`config.mk`:
```
export PLATFORM = sky130hd
export DESIGN_NAME = db_response_deframer_decoder
export DESIGN_NICKNAME = d
export VERILOG_FILES = /design/src/rtl/core/dbrd_pkg.sv /design/src/rtl/core/db_response_deframer_decoder.sv /design/src/rtl/core/dbrd_framer.sv /design/src/rtl/core/dbrd_fifo.sv /design/src/rtl/core/dbrd_decoder.sv
export SDC_FILE = /design/constraint.sdc
export NUM_CORES = 1
export LEC_CHECK = 0
export ABC_AREA = 1
export BUFFER_PORTS_ARGS = -buffer_cell sky130_fd_sc_hd__buf_4
export CORE_MARGIN = 1.5
export CORE_UTILIZATION = 33
export CTS_CLUSTER_DIAMETER = 60
export CTS_CLUSTER_SIZE = 12
export DETAILED_ROUTE_END_ITERATION = 12
export PLACE_DENSITY = 0.55
export REMOVE_ABC_BUFFERS = 1
export SLEW_MARGIN = 10
export SYNTH_ARGS = -nofsm -noshare
export SYNTH_HDL_FRONTEND = slang
export SYNTH_HIERARCHICAL = 1
export SYNTH_SLANG_ARGS = --single-unit
```
`constraint.sdc`:
```
create_clock -name clk -period 16.9 [get_ports clk]
set_clock_uncertainty 0.05 [all_clocks]
set_input_delay 3.38 -clock clk [delete_from_list [all_inputs] [get_ports clk]]
set_output_delay 3.38 -clock clk [all_outputs]
set_load 0.02 [all_outputs]
```
`src/rtl/core/dbrd_pkg.sv`:
```
package dbrd_pkg;

    typedef enum logic [3:0] {
        PH_HEADER    = 4'd0,
        PH_KIND      = 4'd1,
        PH_ROWS_PFX  = 4'd2,
        PH_ROWS_BODY = 4'd3,
        PH_ID_PFX    = 4'd4,
        PH_ID_BODY   = 4'd5,
        PH_STATUS    = 4'd6,
        PH_WARN      = 4'd7,
        PH_CODE      = 4'd8,
        PH_MARK      = 4'd9,
        PH_STATE     = 4'd10,
        PH_DONE      = 4'd11
    } phase_t;

    localparam logic [1:0] KIND_OK    = 2'd0;
    localparam logic [1:0] KIND_ERR   = 2'd1;
    localparam logic [1:0] KIND_OTHER = 2'd2;

    localparam logic [7:0] BYTE_OK    = 8'h00;
    localparam logic [7:0] BYTE_LE2   = 8'hFC;
    localparam logic [7:0] BYTE_LE3   = 8'hFD;
    localparam logic [7:0] BYTE_LE8   = 8'hFE;
    localparam logic [7:0] BYTE_NULL  = 8'hFB;
    localparam logic [7:0] BYTE_ERR   = 8'hFF;
    localparam logic [7:0] BYTE_MARK  = 8'h23;

    localparam int OUT_W = 256;

    // One classified byte handed from the framer to the decoder.
    typedef struct packed {
        logic [7:0]  data;
        logic        first;     // first payload byte
        logic        last;      // last payload byte, or header of empty packet
        logic        empty;     // header of an empty packet, data unused
        logic        p41;
        logic [7:0]  seq;
        logic [23:0] len;
    } fe_item_t;

endpackage

```
`src/rtl/core/db_response_deframer_decoder.sv`:
```
// Response deframer and OK/ERR decoder.
// Slave stream: one server stream byte per request on s_axis_tdata.
// Master stream: one 256-bit summary per packet on m_axis_tdata, raised after
// the last payload byte, or after the sequence byte of an empty packet.
// Register sqlstate_en (address 0, reset 1) is written over the APB port;
// it is sampled when the second error code byte passes the front end.
// Throughput is one byte per cycle while s_axis_tready is high. The framer
// tracks the header and payload count, a two-entry queue follows, and the
// decoder updates its field accumulators and fills the output register.
// m_axis_tvalid is registered and rises once the decoder takes the final byte of a packet from the queue.
// Reset clears framing, decoder state and the output valid flag; sqlstate_en
// returns to 1. When the receiver stalls, the output register holds its
// summary, the queue fills and s_axis_tready falls after two more payload
// bytes; nothing is dropped.
module db_response_deframer_decoder
    import dbrd_pkg::*;
(
    input  logic        clk,
    input  logic        rst_n,
    input  logic        s_axis_tvalid,
    output logic        s_axis_tready,
    input  logic [7:0]  s_axis_tdata,   // stream_byte
    output logic        m_axis_tvalid,
    input  logic        m_axis_tready,
    // sequence_id, payload_length, packet_kind, parse_failed, row_count,
    // insert_key, server_status, warn_total, error_code, sql_state
    output logic [255:0] m_axis_tdata,
    input  logic        psel,
    input  logic        penable,
    input  logic        pwrite,
    input  logic [0:0]  paddr,
    input  logic [31:0] pwdata,
    output logic [31:0] prdata,
    output logic        pready
);

    logic p41_reg;
    assign pready = 1'b1;
    assign prdata = (paddr == 1'b0) ? {31'd0, p41_reg} : 32'd0;

    always_ff @(posedge clk or negedge rst_n)
    begin
        if (!rst_n)
            p41_reg <= 1'b1;
        else if (psel && penable && pwrite && paddr == 1'b0)
            p41_reg <= pwdata[0];
    end

    logic     f_valid, f_ready, d_valid, d_ready;
    fe_item_t f_item, d_item;

    dbrd_framer u_framer (
        .clk      (clk),
        .rst_n    (rst_n),
        .in_valid (s_axis_tvalid),
        .in_ready (s_axis_tready),
        .in_data  (s_axis_tdata),
        .p41      (p41_reg),
        .q_valid  (f_valid),
        .q_ready  (f_ready),
        .q_item   (f_item)
    );

    dbrd_fifo u_fifo (
        .clk       (clk),
        .rst_n     (rst_n),
        .in_valid  (f_valid),
        .in_ready  (f_ready),
        .in_item   (f_item),
        .out_valid (d_valid),
        .out_ready (d_ready),
        .out_item  (d_item)
    );

    dbrd_decoder u_decoder (
        .clk       (clk),
        .rst_n     (rst_n),
        .q_valid   (d_valid),
        .q_ready   (d_ready),
        .q_item    (d_item),
        .out_valid (m_axis_tvalid),
        .out_ready (m_axis_tready),
        .out_data  (m_axis_tdata)
    );

endmodule

```
`src/rtl/core/dbrd_framer.sv`:
```
module dbrd_framer
    import dbrd_pkg::*;
(
    input  logic       clk,
    input  logic       rst_n,
    input  logic       in_valid,
    output logic       in_ready,
    input  logic [7:0] in_data,
    input  logic       p41,
    output logic       q_valid,
    input  logic       q_ready,
    output fe_item_t   q_item
);

    logic [1:0]  hidx_reg;
    logic [23:0] len_reg;
    logic [7:0]  seq_reg;
    logic [23:0] left_reg;
    logic        inpay_reg;
    logic        first_reg;

    assign in_ready = q_ready;
    logic fire;
    assign fire = in_valid && q_ready;

    always_comb
    begin
        q_item       = '0;
        q_item.data  = in_data;
        q_item.p41   = p41;
        q_item.first = first_reg;
        q_item.seq   = inpay_reg ? seq_reg : in_data;
        q_item.len   = len_reg;
        q_valid      = 1'b0;
        if (inpay_reg)
        begin
            q_valid     = in_valid;
            q_item.last = (left_reg == 24'd1);
        end
        else if (hidx_reg == 2'd3 && len_reg == 24'd0)
        begin
            q_valid      = in_valid;
            q_item.last  = 1'b1;
            q_item.empty = 1'b1;
        end
    end

    always_ff @(posedge clk or negedge rst_n)
    begin
        if (!rst_n)
        begin
            hidx_reg  <= '0;
            len_reg   <= '0;
            seq_reg   <= '0;
            left_reg  <= '0;
            inpay_reg <= 1'b0;
            first_reg <= 1'b0;
        end
        else if (fire)
        begin
            if (!inpay_reg)
            begin
                if (hidx_reg != 2'd3)
                begin
                    len_reg[8*hidx_reg +: 8] <= in_data;
                    hidx_reg <= hidx_reg + 2'd1;
                end
                else
                begin
                    hidx_reg <= '0;
                    seq_reg  <= in_data;
                    left_reg <= len_reg;
                    if (len_reg == 24'd0)
                        len_reg <= '0;
                    else
                    begin
                        inpay_reg <= 1'b1;
                        first_reg <= 1'b1;
                    end
                end
            end
            else
            begin
                first_reg <= 1'b0;
                left_reg  <= left_reg - 24'd1;
                if (left_reg == 24'd1)
                begin
                    inpay_reg <= 1'b0;
                    len_reg   <= '0;
                end
            end
        end
    end

endmodule

```
`src/rtl/core/dbrd_fifo.sv`:
```
module dbrd_fifo
    import dbrd_pkg::*;
(
    input  logic     clk,
    input  logic     rst_n,
    input  logic     in_valid,
    output logic     in_ready,
    input  fe_item_t in_item,
    output logic     out_valid,
    input  logic     out_ready,
    output fe_item_t out_item
);

    fe_item_t   mem_reg [2];
    logic       wp_reg, rp_reg;
    logic [1:0] cnt_reg;

    assign in_ready  = (cnt_reg != 2'd2);
    assign out_valid = (cnt_reg != 2'd0);
    assign out_item  = mem_reg[rp_reg];

    logic wr, rd;
    assign wr = in_valid && in_ready;
    assign rd = out_valid && out_ready;

    always_ff @(posedge clk)
    begin
        if (wr)
            mem_reg[wp_reg] <= in_item;
    end

    always_ff @(posedge clk or negedge rst_n)
    begin
        if (!rst_n)
        begin
            wp_reg  <= 1'b0;
            rp_reg  <= 1'b0;
            cnt_reg <= '0;
        end
        else
        begin
            if (wr)
                wp_reg <= ~wp_reg;
            if (rd)
                rp_reg <= ~rp_reg;
            cnt_reg <= cnt_reg + {1'b0, wr} - {1'b0, rd};
        end
    end

endmodule

```
`src/rtl/core/dbrd_decoder.sv`:
```
module dbrd_decoder
    import dbrd_pkg::*;
(
    input  logic             clk,
    input  logic             rst_n,
    input  logic             q_valid,
    output logic             q_ready,
    input  fe_item_t         q_item,
    output logic             out_valid,
    input  logic             out_ready,
    output logic [OUT_W-1:0] out_data
);

    phase_t      ph_reg, ph_next;
    logic [3:0]  fbi_reg, fbi_next;
    logic [3:0]  lsz_reg, lsz_next;
    logic [63:0] rows_reg, rows_next, iid_reg, iid_next;
    logic [15:0] stat_reg, stat_next, warn_reg, warn_next, code_reg, code_next;
    logic [39:0] st_reg, st_next;
    logic [1:0]  kind_reg, kind_next;
    logic        fail_reg, fail_next;
    logic        ov_reg;
    logic [OUT_W-1:0] od_reg;

    logic [7:0] b;
    logic       fire, emit;
    logic       failed, okv, errv;
    logic [OUT_W-1:0] res;

    assign b         = q_item.data;
    assign q_ready   = !ov_reg || out_ready;
    assign fire      = q_valid && q_ready;
    assign out_valid = ov_reg;
    assign out_data  = od_reg;

    always_comb
    begin
        ph_next   = ph_reg;
        fbi_next  = fbi_reg;
        lsz_next  = lsz_reg;
        rows_next = rows_reg;
        iid_next  = iid_reg;
        stat_next = stat_reg;
        warn_next = warn_reg;
        code_next = code_reg;
        st_next   = st_reg;
        kind_next = kind_reg;
        fail_next = fail_reg;
        if (q_item.first)
        begin
            if (b == BYTE_OK)
            begin
                kind_next = KIND_OK;
                ph_next   = PH_ROWS_PFX;
            end
            else if (b == BYTE_ERR)
            begin
                kind_next = KIND_ERR;
                ph_next   = PH_CODE;
            end
            else
            begin
                kind_next = KIND_OTHER;
                ph_next   = PH_DONE;
            end
            fbi_next = '0;
        end
        else if (!q_item.empty)
        begin
            unique case (ph_reg)
                PH_ROWS_PFX, PH_ID_PFX:
                begin
                    fbi_next = '0;
                    if (b < BYTE_NULL)
                    begin
                        if (ph_reg == PH_ROWS_PFX) rows_next = {56'd0, b};
                        else iid_next = {56'd0, b};
                        ph_next = (ph_reg == PH_ROWS_PFX) ? PH_ID_PFX : PH_STATUS;
                    end
                    else if (b == BYTE_LE2 || b == BYTE_LE3 || b == BYTE_LE8)
                    begin
                        lsz_next = (b == BYTE_LE2) ? 4'd2 : (b == BYTE_LE3) ? 4'd3 : 4'd8;
                        if (ph_reg == PH_ROWS_PFX) rows_next = '0;
                        else iid_next = '0;
                        ph_next = (ph_reg == PH_ROWS_PFX) ? PH_ROWS_BODY : PH_ID_BODY;
                    end
                    else
                    begin
                        fail_next = 1'b1;
                        ph_next   = PH_DONE;
                    end
                end
                PH_ROWS_BODY, PH_ID_BODY:
                begin
                    if (ph_reg == PH_ROWS_BODY)
                        rows_next = rows_reg | ({56'd0, b} << {fbi_reg[2:0], 3'b000});
                    else
                        iid_next = iid_reg | ({56'd0, b} << {fbi_reg[2:0], 3'b000});
                    fbi_next = fbi_reg + 4'd1;
                    if (fbi_next >= lsz_reg)
                    begin
                        fbi_next = '0;
                        ph_next  = (ph_reg == PH_ROWS_BODY) ? PH_ID_PFX : PH_STATUS;
                    end
                end
                PH_STATUS, PH_WARN, PH_CODE:
                begin
                    if (ph_reg == PH_STATUS)
                        stat_next[8*fbi_reg[0] +: 8] = stat_reg[8*fbi_reg[0] +: 8] | b;
                    else if (ph_reg == PH_WARN)
                        warn_next[8*fbi_reg[0] +: 8] = warn_reg[8*fbi_reg[0] +: 8] | b;
                    else
                        code_next[8*fbi_reg[0] +: 8] = code_reg[8*fbi_reg[0] +: 8] | b;
                    fbi_next = fbi_reg + 4'd1;
                    if (fbi_next >= 4'd2)
                    begin
                        fbi_next = '0;
                        if (ph_reg == PH_STATUS) ph_next = PH_WARN;
                        else if (ph_reg == PH_WARN) ph_next = PH_DONE;
                        else ph_next = q_item.p41 ? PH_MARK : PH_DONE;
                    end
                end
                PH_MARK:
                begin
                    fbi_next = '0;
                    if (b != BYTE_MARK)
                    begin
                        fail_next = 1'b1;
                        ph_next   = PH_DONE;
                    end
                    else
                        ph_next = PH_STATE;
                end
                PH_STATE:
                begin
                    if (fbi_reg < 4'd5)
                        st_next[8*fbi_reg[2:0] +: 8] = st_reg[8*fbi_reg[2:0] +: 8] | b;
                    fbi_next = fbi_reg + 4'd1;
                    if (fbi_next >= 4'd5)
                    begin
                        fbi_next = '0;
                        ph_next  = PH_DONE;
                    end
                end
                default:
                begin
                    fbi_next = '0;
                    ph_next  = PH_DONE;
                end
            endcase
        end
    end

    // Result is formed from the state after this byte is applied.
    always_comb
    begin
        failed = fail_next || (kind_next != KIND_OTHER && ph_next != PH_DONE);
        okv    = !failed && kind_next == KIND_OK;
        errv   = !failed && kind_next == KIND_ERR;
        res    = '0;
        res[7:0]     = q_item.seq;
        res[31:8]    = q_item.len;
        res[33:32]   = kind_next;
        res[34]      = failed;
        res[98:35]   = okv ? rows_next : 64'd0;
        res[162:99]  = okv ? iid_next : 64'd0;
        res[178:163] = okv ? stat_next : 16'd0;
        res[194:179] = okv ? warn_next : 16'd0;
        res[210:195] = errv ? code_next : 16'd0;
        res[250:211] = errv ? st_next : 40'd0;
    end

    assign emit = fire && q_item.last;

    always_ff @(posedge clk)
    begin
        if (emit)
            od_reg <= res;
    end

    always_ff @(posedge clk or negedge rst_n)
    begin
        if (!rst_n)
        begin
            ov_reg   <= 1'b0;
            ph_reg   <= PH_HEADER;
            fbi_reg  <= '0;
            lsz_reg  <= '0;
            rows_reg <= '0;
            iid_reg  <= '0;
            stat_reg <= '0;
            warn_reg <= '0;
            code_reg <= '0;
            st_reg   <= '0;
            kind_reg <= KIND_OTHER;
            fail_reg <= 1'b0;
        end
        else
        begin
            if (emit)
                ov_reg <= 1'b1;
            else if (out_ready)
                ov_reg <= 1'b0;
            if (fire)
            begin
                if (q_item.last)
                begin
                    ph_reg   <= PH_HEADER;
                    fbi_reg  <= '0;
                    lsz_reg  <= '0;
                    rows_reg <= '0;
                    iid_reg  <= '0;
                    stat_reg <= '0;
                    warn_reg <= '0;
                    code_reg <= '0;
                    st_reg   <= '0;
                    kind_reg <= KIND_OTHER;
                    fail_reg <= 1'b0;
                end
                else
                begin
                    ph_reg   <= ph_next;
                    fbi_reg  <= fbi_next;
                    lsz_reg  <= lsz_next;
                    rows_reg <= rows_next;
                    iid_reg  <= iid_next;
                    stat_reg <= stat_next;
                    warn_reg <= warn_next;
                    code_reg <= code_next;
                    st_reg   <= st_next;
                    kind_reg <= kind_next;
                    fail_reg <= fail_next;
                end
            end
        end
    end

endmodule

```
* Word-level counts from Yosys, hierarchy flattened *
Memories as Yosys holds them, arrays and structs flattened.
Cells that the tools add are included.
Widths: inputs -> output; s select.

word-level totals
  flip-flop bits (word level) = 548
  memory bits (writable) = 88
  output and inout port bits = 291
  word-level logic and storage cells = 240
  memories kept = 1

operators by class
  add/sub/neg operators = 8
  $lt $le $gt $ge = 5
  eq/ne operators = 28
  shift operators = 13
  multiplexer cells = 114
  bitwise logic cells = 11
  reduce and logical (&&, ||, !) cells = 35

memories
  name            words  width  rd ports  clocked after Yosys merged registers in  wr ports  line             RTL
  u_fifo.mem_reg  2      44     1         0                                        1         dbrd_fifo.sv:14  fe_item_t mem_reg [2];

operator list
  operator                 count
  $mux 64                  16
  $mux 16                  17
  $pmux 64 s2              2
  $mux 40                  5
  $mux 24                  6
  $or 64x64->64            2
  $shiftx 8x34->16         3
  $mux 4                   25
  $shl 8x6->64             1
  $bwmux 16                3
  $shiftx 16x5->8          3
  $bwmux 40                1
  $shift 8x34->40 const A  1
  $shiftx 40x7->8          1
  $shiftx 8x34->40         1
  $neg 4->34               1
  $neg 5->34               1
  $neg 6->34               1
  $shift 8x34->16 const A  1
  $shift 8x34->24 const A  1
  $shiftx 8x34->24         1
  $eq 8x8->1 const B       4
  $or 8x8->8               4
  $bwmux 24                1
  42 further kinds         112

* Depth between registers and ports, before layout *
Gate-level depths: netlist of run 1.
An unclocked memory read counts as a cell.

  word-level depth = 14
  depth in mapped cells = 22

* Modules after synthesis *
Netlist of run 1, hierarchy kept.

modules (own cells, without submodules)
  module                        times used  cells an instance  area an instance (um^2)  sequential area each (um^2)
  dbrd_decoder                  1           2080               20709.9                  13319.0
  dbrd_framer                   1           528                3727.3                   1501.4
  dbrd_fifo                     1           261                3490.8                   2742.6
  db_response_deframer_decoder  1           45                 315.3                    26.3

* Worst setup path after synthesis of run 1 *
OpenSTA, ideal clock, no wires.

  path kind = input port to flip-flop
  start point = input m_axis_tready
  end point = register u_decoder.lsz_reg[0]
  arrival = 15.343 ns
  data required time = 16.727 ns
  slack = 1.385 ns
  stages on the path = 7
  cell sequence = inv_1 -> nand2_1 -> nand2_1 -> clkbuf_1 -> nor2_1 -> nor2_1 -> o21ai_0

on the way
  word-level cells in the longest chain between the ends = 3

ends and longest elaborated chain
  element                     line                                RTL
  start, declared             db_response_deframer_decoder.sv:24  input logic m_axis_tready,
  $logic_or 1x1->1            dbrd_decoder.sv:31                  assign q_ready = !ov_reg || out_ready;
  net d_ready                 db_response_deframer_decoder.sv:49  logic f_valid, f_ready, d_valid, d_ready;
  $logic_and 1x1->1           dbrd_decoder.sv:32                  assign fire = q_valid && q_ready;
  $reduce_and 6->1 (no line)  --
  end signal, assigned        dbrd_decoder.sv:224                 lsz_reg <= lsz_next;
  end, declared               dbrd_decoder.sv:16                  logic [3:0] lsz_reg, lsz_next;

The timed path passes the listed nets, and every way through them passes these cells.
A chain may end at the register's enable or synchronous reset.

* Final worst setup path of run 1 *
  start point = input paddr
  end point = output prdata[0]

on the way
  word-level cells in the longest chain between the ends = 1

ends and longest elaborated chain
  element          line                                RTL
  start, declared  db_response_deframer_decoder.sv:31  input logic [0:0] paddr,
  $mux 1           db_response_deframer_decoder.sv:39  assign prdata = (paddr == 1'b0) ? {31'd0, p41_reg} : 32'd0;
  end, declared    db_response_deframer_decoder.sv:33  output logic [31:0] prdata,

No other way between the ends.

==> results.txt, run 1 <==
The logs give 339 for the number of I/O pins and 19.2% for the tightest slew margin relative to the limit. The worst hold path begins at u_decoder/warn_reg[15]. After synthesis, the most frequently instantiated cells are 575 x nand2_1, 405 x nor2_1, 339 x edfxtp_1. In the post-synthesis netlist, the biggest area contributors are edfxtp_1 36%, dfrtp_1 26%, nand2_1 7.6%. Of the total power, the clock network draws 27.8%. The biggest area contributor in the post-synthesis netlist is edfxtp_1. The run gives 20168 as the number of global-route vias before repair. Setup repair after global routing left no endpoint under its margin. The H-tree was split into 3 levels.

Summing every instance area after synthesis gives 28200 sq um. After layout, the worst path uses 42.4% of the clock period. Counting stages on the worst path, the most repeated cell is buf_4. Based on the critical path, the design can be clocked at up to 139 MHz. Once placement completed, the tool counted placed cells totaling 4196. Counting every sink on the clock net gives 635. Type of element launching the critical path: an input pin. The path class of the tightest hold or removal check is register to register.

The most used flip-flop cell after synthesis is edfxtp_1. Number of buffers added on ports: 270. For the layout net count, the log shows 3190. The die covers 87300 sq um. The iteration-0 DRC count of the detailed router is 1809, and the flop and latch count out of synthesis is 635. Max-cap violations in this run came to 0. 0 antenna diodes ended up in the layout. The initial antenna violation count was 0; the final routed wire length divided by cell count was 18.5 um. The run gives 0 as the number of pins with negative max-slew slack in the final report. Yosys mapped a number of flops with a built-in enable equal to 339.

Per report_power, the sequential group accounts for 39.3% of the total. From left edge to right edge, the die measures 296 um. Buffers added to address setup during post-CTS repair amount to 0.

The register with the most flip-flops in the layout has 251 of them. The floorplan row count was 107; the number of buffers inserted by hold repair at cts was 0. Top cell type's share of synthesized area: 36.0%. The tools report the start point of the critical path as paddr. For the gate count of the mapped netlist, the log shows 2914.

The most common cell in the synthesized netlist is nand2_1. The largest net degree at the start of global routing was 168. The first global-routing pass estimated 122 mm of wire. The run gives 3.42 mW as the total internal power.

Walking the worst path, the cells encountered are buf_4 -> nor2_1 -> buf_4. The tools report the wire length after detailed routing as 80.2 mm. The async set-or-reset flop fraction in the synthesized netlist came out at 46.6%. STA puts the critical path data required time at 13.47 ns. Clock-pin slew was measured on the worst setup and hold paths at 0.05 ns.

After clock tree synthesis, the repair step resized 0 gates. The run finished with clean final reports. The leakage power was 13.6 nW. The detailed placement HPWL is 51.1 mm. The number of synthesis warnings was 6. The iteration count of the initial detailed-routing pass was 5. The detailed router placed 21001 vias in this run.

TritonCTS created 70 clock buffers. For this run, the slowest stage of the critical path takes 0.15 ns. The tools report the aggregate negative setup slack as 0 ns. The core outline area is 85000 sq um, and the final global-route overflow total is 0. The initial utilization of the core area, before any placement, comes to 33.2%.

The tools report the sequential element share of the synthesized area as 62.3%. At the end of routability-driven placement, the weighted congestion stood at 0.885. The smallest clock period supported by the final layout is computed as 7.17 ns.

Post-route non-filler standard cell count: 4326. The logs give 3.74 ns for the worst path arrival time and 0 for the number of nets with antenna violations after routing. The later pin in the worst-skew pair is clocked with a latency of 0.64 ns. Dividing the synthesized area by the synthesized cell count gives 9.69 sq um.

The worst-case IR drop observed on VDD is 142 uV. The path type of the worst setup path is input pin to output port. The tools report the root cell of the clock tree as clkbuf_16. Type of destination of the critical path: an output port. Of the total power, the share spent switching nets is 39.1%.

Global routing used 18.2% of the available tracks across all layers. Among all stages on the critical path, the largest delay is contributed by buf_4. Dividing the detail-routed via count by the number of cells gives 4.85. The post-route netlist has 14.3% of its cells at a drive strength greater than 1. The critical-path maximum fanout is 2.

The netlist uses 47 different library cells. Setup violations remaining at the end of the flow were counted as 0. For the combinational power share, the log shows 32.9%. Measured along the y axis, the die boundary spans 296 um. The tools report the reg-to-reg startpoint as u_fifo/rp_reg. The power density over the cells works out to 168 nW/um^2. The logs give 2.19 mW for the net switching power of the design and 0 for the final count of hold timing violations. TritonCTS built the clock tree. At the pin with the least slew margin, the transition time is 1.21 ns.

In the routed design, unresolved DRC markers number 0. No sink is reached through more buffers than the 3 on the longest clock path. The area growth from synthesis to layout is 17.9%.
through the flow:
step	power [mW]	cell area [sq um]	utilization, %	hold slack (ns)	worst slack (ns)
finish	5.60	33300	39.2	0.421	9.73
detailed placement	4.10	30900	36.4	0.415	9.73
global placement	4.09	30900	36.4	0.405	9.73
CTS	5.68	33300	39.2	0.427	9.72
global route	5.90	33300	39.2	0.459	9.70
floorplan	3.35	27200	-	0.392	0.186
layer usage:
layer	GRT usage [%]	routed length (um)	share of wire [%]
met1	25.2	35900	45
met2	28.8	37200	46
met3	3.26	4670	5.8
met4	6.14	2460	3.1
met5	0	0	0
power by group through the flow:
stage,combinational [mW],clock [mW],sequential (mW)
finish,1.84,1.56,2.20
global route,2.01,1.66,2.23
CTS,1.87,1.60,2.21
detailed placement,1.86,0,2.23
global placement,1.86,0,2.23
floorplan,0.796,0,2.55
cells in the final DEF (no fill, tap or decap), types with 2 or more instances in the layout:
master,n
inv_2,8
nor2_2,12
nand3_2,5
nor3_1,24
a31oi_1,4
ha_1,18
clkinv_16,5
inv_1,312
conb_1,37
nor2_4,8
clkinv_4,3
nand4_2,3
bufinv_16,6
dfstp_2,2
nand2_2,16
inv_4,4
nand4_1,32
a22oi_1,21
or2_0,2
dfrtp_1,294
inv_8,2
nand2_1,574
clkbuf_16,70
nand3b_1,2
edfxtp_1,339
o22ai_1,175
nor2_1,402
o21ai_0,229
xor2_1,3
clkinv_2,2
clkinv_1,3
clkbuf_1,34
o211ai_1,10
o21ai_1,7
nand3_1,64
buf_4,294
a21oi_1,136
area by class of cell:
type / instances / area [sq um]
clock buffers: 105 / 1890
clock inverters: 25 / 450
fillers: 8434 / 51700
inverters: 324 / 1230
multi-input cells: 1797 / 8450
flip-flops and latches: 635 / 17600
well taps: 1144 / 1430
repair buffers: 296 / 2240
logic make-up after synthesis:
kind of cell,share of synthesized area [%]
buffers and inverters,8.43
other,0.0399
AOI/OAI and AO/OA,11.5
and+or+nand+nor,16.8
DFF,62.3
muxes,0.0354
xor gates and xnor gates,0.0930
adders and majority gates,0.797
path summary, 6_finish.rpt:
kind                            slack (ns)  cells after the start                       to
worst max-delay path                  9.73                      3                prdata[0]
worst min-delay path                  0.42                      2   u_decoder/warn_reg[15]
worst max register to register       10.95                     16  u_decoder/out_data[121]
worst min register to register        0.42                      2   u_decoder/warn_reg[15]
max in group asynchronous            12.34                      2   u_decoder/warn_reg[10]
min in group asynchronous             2.78                      1      u_decoder/st_reg[4]
worst max-delay path, delay by kind of cell:
kind	cells	cell delay, ns
and+or+nand+nor	1	0.10
buffers and inverters	2	0.26
No activity file was read; power rests on OpenSTA's default activity.
==> run 2, diff against run 1 <==
Settings changed: ABC_AREA 1 to 0.
Clock period 16.9 ns to 6.8 ns, I/O delays scaled along.
==> results.txt, run 2 <==
Clock-pin slew was measured on the worst setup and hold paths at 0.06 ns. Synthesis handed over a netlist of 2366 instances. Of the total synthesized cell area, the portion taken by XOR and XNOR cells is 0.191%. The flop and latch count out of synthesis is 635.

The number of H-tree levels came out at 3. TritonCTS built the clock tree. Synthesized-area fraction occupied by ao, oa, aoi and oai cells: 12.8%. Dividing the detail-routed via count by the number of cells gives 5.16. Root cell of the clock tree: clkbuf_16.

At the end of routability-driven placement, the weighted congestion stood at 0.850. The depth of the most critical reg-to-reg path came out at 8. The run gives 0 as the final number of setup-violating endpoints. Core utilization of the finished layout: 39.5%. The worst setup path is captured at a register. Max-cap violations in this run came to 0.

The number of nets with antenna violations after routing came out at 0. The detailed router placed 19109 vias in this run. IR analysis of the VDD net gives a maximum drop of 305 uV. Setup repair after global routing left no endpoint under its margin.

The minimum clock period after layout was 4.43 ns. The worst hold path was traced through 0 stages. At the pin with the least slew margin, the transition time is 1.23 ns. The floorplan has 105 rows. The run gives 64.0% as the sequential element share of the synthesized area. Detailed placement ended at an HPWL of 50.7 mm. The commonest cells after synthesis are 401 x nor2_1, 376 x a21oi_1, 339 x edfxtp_1. After detailed placement, the total cell area comes to 30300 sq um. In this run the biggest area consumer among cell types represents 37.0% of the synthesized area. The logs give 0 for the number of pins with negative max-slew slack in the final report and 2.36 ns for the minimum setup slack after placement. For the tightest slew margin relative to the limit, the log shows 17.8%. Global routing consumed, over all layers together, 17.9% of the routing resources. The type of element launching the critical path is a register. For this run, the number of Yosys warnings is 6. By area, the combinational part of the netlist is dominated by compound AO/OA/AOI/OAI gates. For the worst path arrival time, the log shows 4.82 ns. The power density over the cells came out at 428 nW/um^2. The simple logic cell fraction of the synthesized area is 12.1%. Entering global routing, the biggest net connects 148 pins. Number of buffers added for setup after CTS: 0. For this design, the slowest cell found on the critical path is dfrtp_2. In this run the worst path has a maximum fanout of 60. The synthesized netlist devotes 0.819% of its cell area to adder and majority cells. The tools report the iteration-0 DRC count of the detailed router as 1504. In the layout the commonest cells are 400 x nor2_1, 375 x a21oi_1, 339 x edfxtp_1. The async set-or-reset flop fraction in the synthesized netlist is 46.6%.

The dominant delay contributor by cell family on the critical path was simple AND/OR/NAND/NOR gates. The most common cell in the synthesized netlist is nor2_1. Largest stage delay on the critical path: 0.86 ns. Excluding fillers, the count of instances in the completed layout stands at 3702.

In this run the number of cells on the critical path is 8. Hold repair after CTS inserted 0 buffers. The final layout contains routed wiring with a total length of 77.6 mm. Synthesis instantiated 95 different standard cells from the library. Yosys attributes the largest share of cell area to edfxtp_1 37%, dfrtp_1 27%, a21oi_1 6.8%.

The first global-routing pass estimated 117 mm of wire. Data on the critical path is required at its endpoint by 7.20 ns. After layout, the worst path uses 65.1% of the clock period. Among all flip-flop cells after synthesis, the most frequent one is edfxtp_1.

In the final routed layout, each cell accounts on average for 21.0 um. The mean cell area of the mapped netlist was 11.6 sq um. Fmax: 226 MHz.

The run gives 1 as the initial antenna violation count. The flow ran to the end, and the final reports show no timing, DRC or antenna violations. The pre-antenna-repair detailed-routing pass consisted of 6 iterations. The portion of netlist area occupied by mux cells is 5.40%.

Most common library cell in the layout ignoring fill and taps: nor2_1. The number of buffers added on ports is 270. The final count of hold timing violations is 0, and the layout net count is 2643. The tools report the final global-route overflow total as 0.

From synthesis to final layout, the design area changed by 18.1%. 339 I/O pins were placed. Clock latency at the later pin of the worst-skew pair: 0.62 ns. The synthesized design spends more area on one cell type than any other, namely edfxtp_1. The run gives 69 as the number of buffers inserted during clock tree synthesis. The run gives 18940 as the number of global-route vias before repair. Number of buffers and inverters on the critical path: 1. The overall die height was 292 um; the number of placed instances with taps included was 3576. The leakage power is 12.8 nW, and the proportion of layout cells with a drive suffix above 1 is 19.4%.

No sink is reached through more buffers than the 3 on the longest clock path. Worst min-delay path category: register to register. The register with the most flip-flops in the layout has 251 of them. The number of antenna diodes in the final layout is 0.

The final worst setup slack was 2.37 ns; the area of all placed cells without fillers was 32500 sq um. The mapped cell area was 27500 sq um. The floorplan step defined a die boundary enclosing 85000 sq um. The width of the chip is 292 um, and the core outline area is 82200 sq um. The logs give 0 for the count of instances resized after the clock tree is built and 0 for the detailed-route DRC error count. The number of synthesized flops with an enable pin works out to 339.

Clock sink count: 635. The tools report the starting utilization of the core area as 33.4%. The path type of the worst setup path was register to register. Traced cell by cell, the critical path runs through mux2_2 -> and4_1 -> a31oi_1 -> a2111oi_0 -> a41oi_1 -> nand4_4 -> buf_4 -> nor2_1.
run 2: cell types whose count changed after synthesis, sizes merged, moves of 62 or more:
| cell | before | now |
|---|---|---|
| o21ai | 236 | 79 |
| mux2 | 0 | 62 |
| nand2 | 591 | 129 |
| inv | 323 | 54 |
| o22ai | 175 | 13 |
| a21oi | 138 | 377 |
run 2: final timing paths:
check                              startpoint                      to  slack (ns)
min reg2reg                u_framer/first_reg   u_fifo/mem_reg[1][35]        0.44
min                        u_framer/first_reg   u_fifo/mem_reg[1][35]        0.44
max in group asynchronous               rst_n   u_decoder/rows_reg[9]        4.53
max                             u_fifo/rp_reg  u_decoder/out_data[48]        2.37
max reg2reg                     u_fifo/rp_reg  u_decoder/out_data[48]        2.37
min in group asynchronous               rst_n     u_framer/seq_reg[0]        0.69
run 2: logic make-up (layout without fill, tap and decap cells):
family	after synthesis	in the layout
and+or+nand+nor	728	728
DFF	635	635
AOI/OAI and AO/OA	602	602
buffers and inverters	258	490
muxes	116	116
adders and majority gates	18	18
xor gates and xnor gates	6	6
other	3	37
run 2: routing by layer:
layer | routed length (um) | vias to the layer above | global-route usage [%]
met2 | 36700 | 636 | 28.7
met4 | 2270 | 2 | 6.58
met5 | 17 | - | 0
met1 | 33500 | 9521 | 24.0
met3 | 5010 | 146 | 3.54
li1 | - | 8804 | -
run 2: cell type report:
| cell class | count | area (sq um) |
|---|---|---|
| repair buffers | 307 | 2350 |
| multi-input cells | 1507 | 8810 |
| clock buffers | 106 | 1920 |
| well taps | 1070 | 1340 |
| flip-flops and latches | 635 | 17600 |
| fillers | 7930 | 49800 |
| inverters | 57 | 221 |
| clock inverters | 20 | 230 |
run 2: report_power, final:
| group | internal (mW) | switching (mW) |
|---|---|---|
| Combinational | 1.47 | 2.95 |
| Clock | 2.02 | 1.57 |
| Sequential | 5.25 | 0.636 |
run 2: through the flow:
stage	setup TNS, ns	total power [mW]	hold WS [ns]
4_1_cts	0	14.1	0.434
3_3_place_gp	0	10.3	0.414
6_report	0	13.9	0.437
2_1_floorplan	-478.05	8.58	0.393
3_5_place_dp	0	10.4	0.417
5_1_grt	0	14.6	0.441
==> run 3, diff against run 2 <==
Clock period 6.8 ns to 4.54 ns, I/O delays scaled along.
==> results.txt, run 3 (synthesis results as in run 2) <==
The critical path starts at u_fifo/rp_reg. The die covers 85000 sq um. At the end of routability-driven placement, the weighted congestion stood at 0.869. The measured slew at the worst slew-check pin was 1.24 ns. The tools report the number of buffers inserted during clock tree synthesis as 70. For this run, design rule violations remaining after detail routing come to 0. Once layout is complete, the utilization of the core stands at 39.8%. The sequential cell area is 17600 sq um. Entering global routing, the biggest net connects 115 pins. The number of pins with negative max-slew slack in the final report is 0, and the maximum number of buffers from clock root to sink is 3.

Row generation in the floorplan step produced 105 rows. Setup repair after global routing left no endpoint under its margin. Once the clock tree was built, the resizer swapped 0 gates to a different size. Across the run, the number of max-cap violations was 0. The first detailed-routing pass ran for 5 iterations.

Setup slack on the critical path of the routed design comes to 0.683 ns. Using the TritonRoute via totals, the vias-per-cell ratio works out to 5.17. The tree built by TritonCTS fans out to 635 sinks. The power density over the cells is 647 nW/um^2. The number of flip-flops in the largest register is 251, and the clock slew at the register clock pins of the worst setup and hold paths is 0.06 ns. The tools report the aggregate negative setup slack as 0 ns. The depth of the most critical reg-to-reg path is 9, and the number of nets with antenna violations after routing is 0. Cells with a size suffix above 1 make up 20.3% of the layout. The root cell of the clock tree was clkbuf_16. In this run the horizontal extent of the chip is 292 um.

For this configuration, the core starts out at a cell density of 33.4%. Setup violations remaining at the end of the flow were counted as 0. Initial antenna violation count: 0.

Once layout is done, the placed cells without fillers occupy 32700 sq um. The post-route fraction of the period consumed by the critical path was 85.0%; the global-route wire length before repair was 118 mm. Total area of multi-input combinational cells: 8810 sq um.

The run finished with clean final reports. The most critical setup path has its endpoint at u_decoder/out_data[240]. The fmax came out at 259 MHz. The number of buffers inserted by hold repair at cts came out at 0.

339 I/O pins were placed. The run gives 51.8 mm as the detailed placement HPWL. The tools report the worst supply voltage drop on vdd as 375 uV.

The floorplan step set the die height to 292 um. The tools report the number of H-tree levels as 3. The top cell types in the final layout, fill and taps aside, are 399 x nor2_1, 375 x a21oi_1, 339 x edfxtp_1. The number of antenna diodes in the final layout is 0. The run gives 0.68 ns as the register-to-register setup slack.

The run gives 4.22 ns as the worst path arrival time. TritonCTS built the clock tree. The final global-route overflow total was 0; the number of global-route vias before repair was 19135. At the later pin of the worst-skew pair, clock insertion delay measures 0.62 ns. The placed standard-cell area came out at 30600 sq um. The number of buffers added on ports is 270. The required time at the worst-slack endpoint is 4.90 ns.

The worst setup path is launched from a register. The critical path is of the register to register type. The number of vias after detailed routing is 19288. The worst setup path is captured at a register. The core outline area is 82200 sq um.

The tightest min-delay check is of the input pin to asynchronous set/reset pin type. The most common library cell in the layout ignoring fill and taps is nor2_1. Buffers added to address setup during post-CTS repair amount to 0. For the minimum setup slack after placement, the log shows 0.750 ns. The worst path needs 3.86 ns of the cycle, external delays included.

The area added between synthesis and finish works out to 19.1%. In the final routed layout, each cell accounts on average for 20.8 um. The critical-path maximum fanout was 56. The first routing iteration left 1568 violations. The overall global routing resource usage is 18.0%, and the tightest slew margin relative to the limit is 17.2%.

Counting the fill cells in the layout gives 7968. In this run the static leakage power is 13.0 nW. The endpoint identified for the worst register-to-register timing path is u_decoder/out_data[240]. The wire length after detailed routing came out at 77.8 mm.

The logs give 0 for the final count of hold timing violations and 2670 for the layout net count. The startpoint identified for the worst register-to-register timing path is u_fifo/rp_reg.
[run 3: per-stage QoR]
step           cells  power (mW)  hold slack (ns)
4_1_cts         3730        21.4            0.367
3_3_place_gp    3602        15.8            0.426
2_1_floorplan   2199        12.1            0.393
5_1_grt         3730        22.2            0.359
3_5_place_dp    3602        16.0            0.427
6_report        3730        21.2            0.293
[run 3: critical path: stages, from the launching register on]
cell	delay, ns
dfrtp_2	0.44
buf_4	0.36
mux2_2	0.59
and4_1	0.38
a31oi_1	0.36
a2111oi_0	0.11
a41oi_1	0.53
nand4_1	0.25
buf_12	0.25
a21oi_1	0.28
[run 3: how the worst min path moves through the flow]
stage	startpoint	endpoint	slack [ns]	cells past startpoint
CTS	rst_n	u_framer/seq_reg[6]	0.37	1
global placement	u_decoder/warn_reg[8]	u_decoder/warn_reg[8]	0.43	2
global route	rst_n	u_framer/len_reg[17]	0.36	1
detailed placement	u_framer/first_reg	u_fifo/mem_reg[1][35]	0.43	0
floorplan	u_framer/first_reg	u_fifo/mem_reg[0][35]	0.39	0
finish	rst_n	u_framer/len_reg[22]	0.29	1
[run 3: power by group]
part,internal (mW),total (mW),switching (mW)
Clock,2.95,5.37,2.41
Sequential,7.85,8.76,0.901
Combinational,2.37,7.06,4.69
[run 3: routing by layer]
layer  vias up  wire, um  GRT usage (%)
met4         0      2090           5.44
met5         -         0              0
met2       747     37000           29.4
met3       149      5350           3.32
li1       8846         -              -
met1      9546     33300           24.3
[run 3: final cells by class]
type / count / area share [%]
flip-flops and latches: 635 / 53.7
multi-input cells: 1507 / 26.9
repair buffers: 333 / 8.00
clock buffers: 104 / 5.74
well taps: 1070 / 4.09
clock inverters: 24 / 0.837
inverters: 57 / 0.676
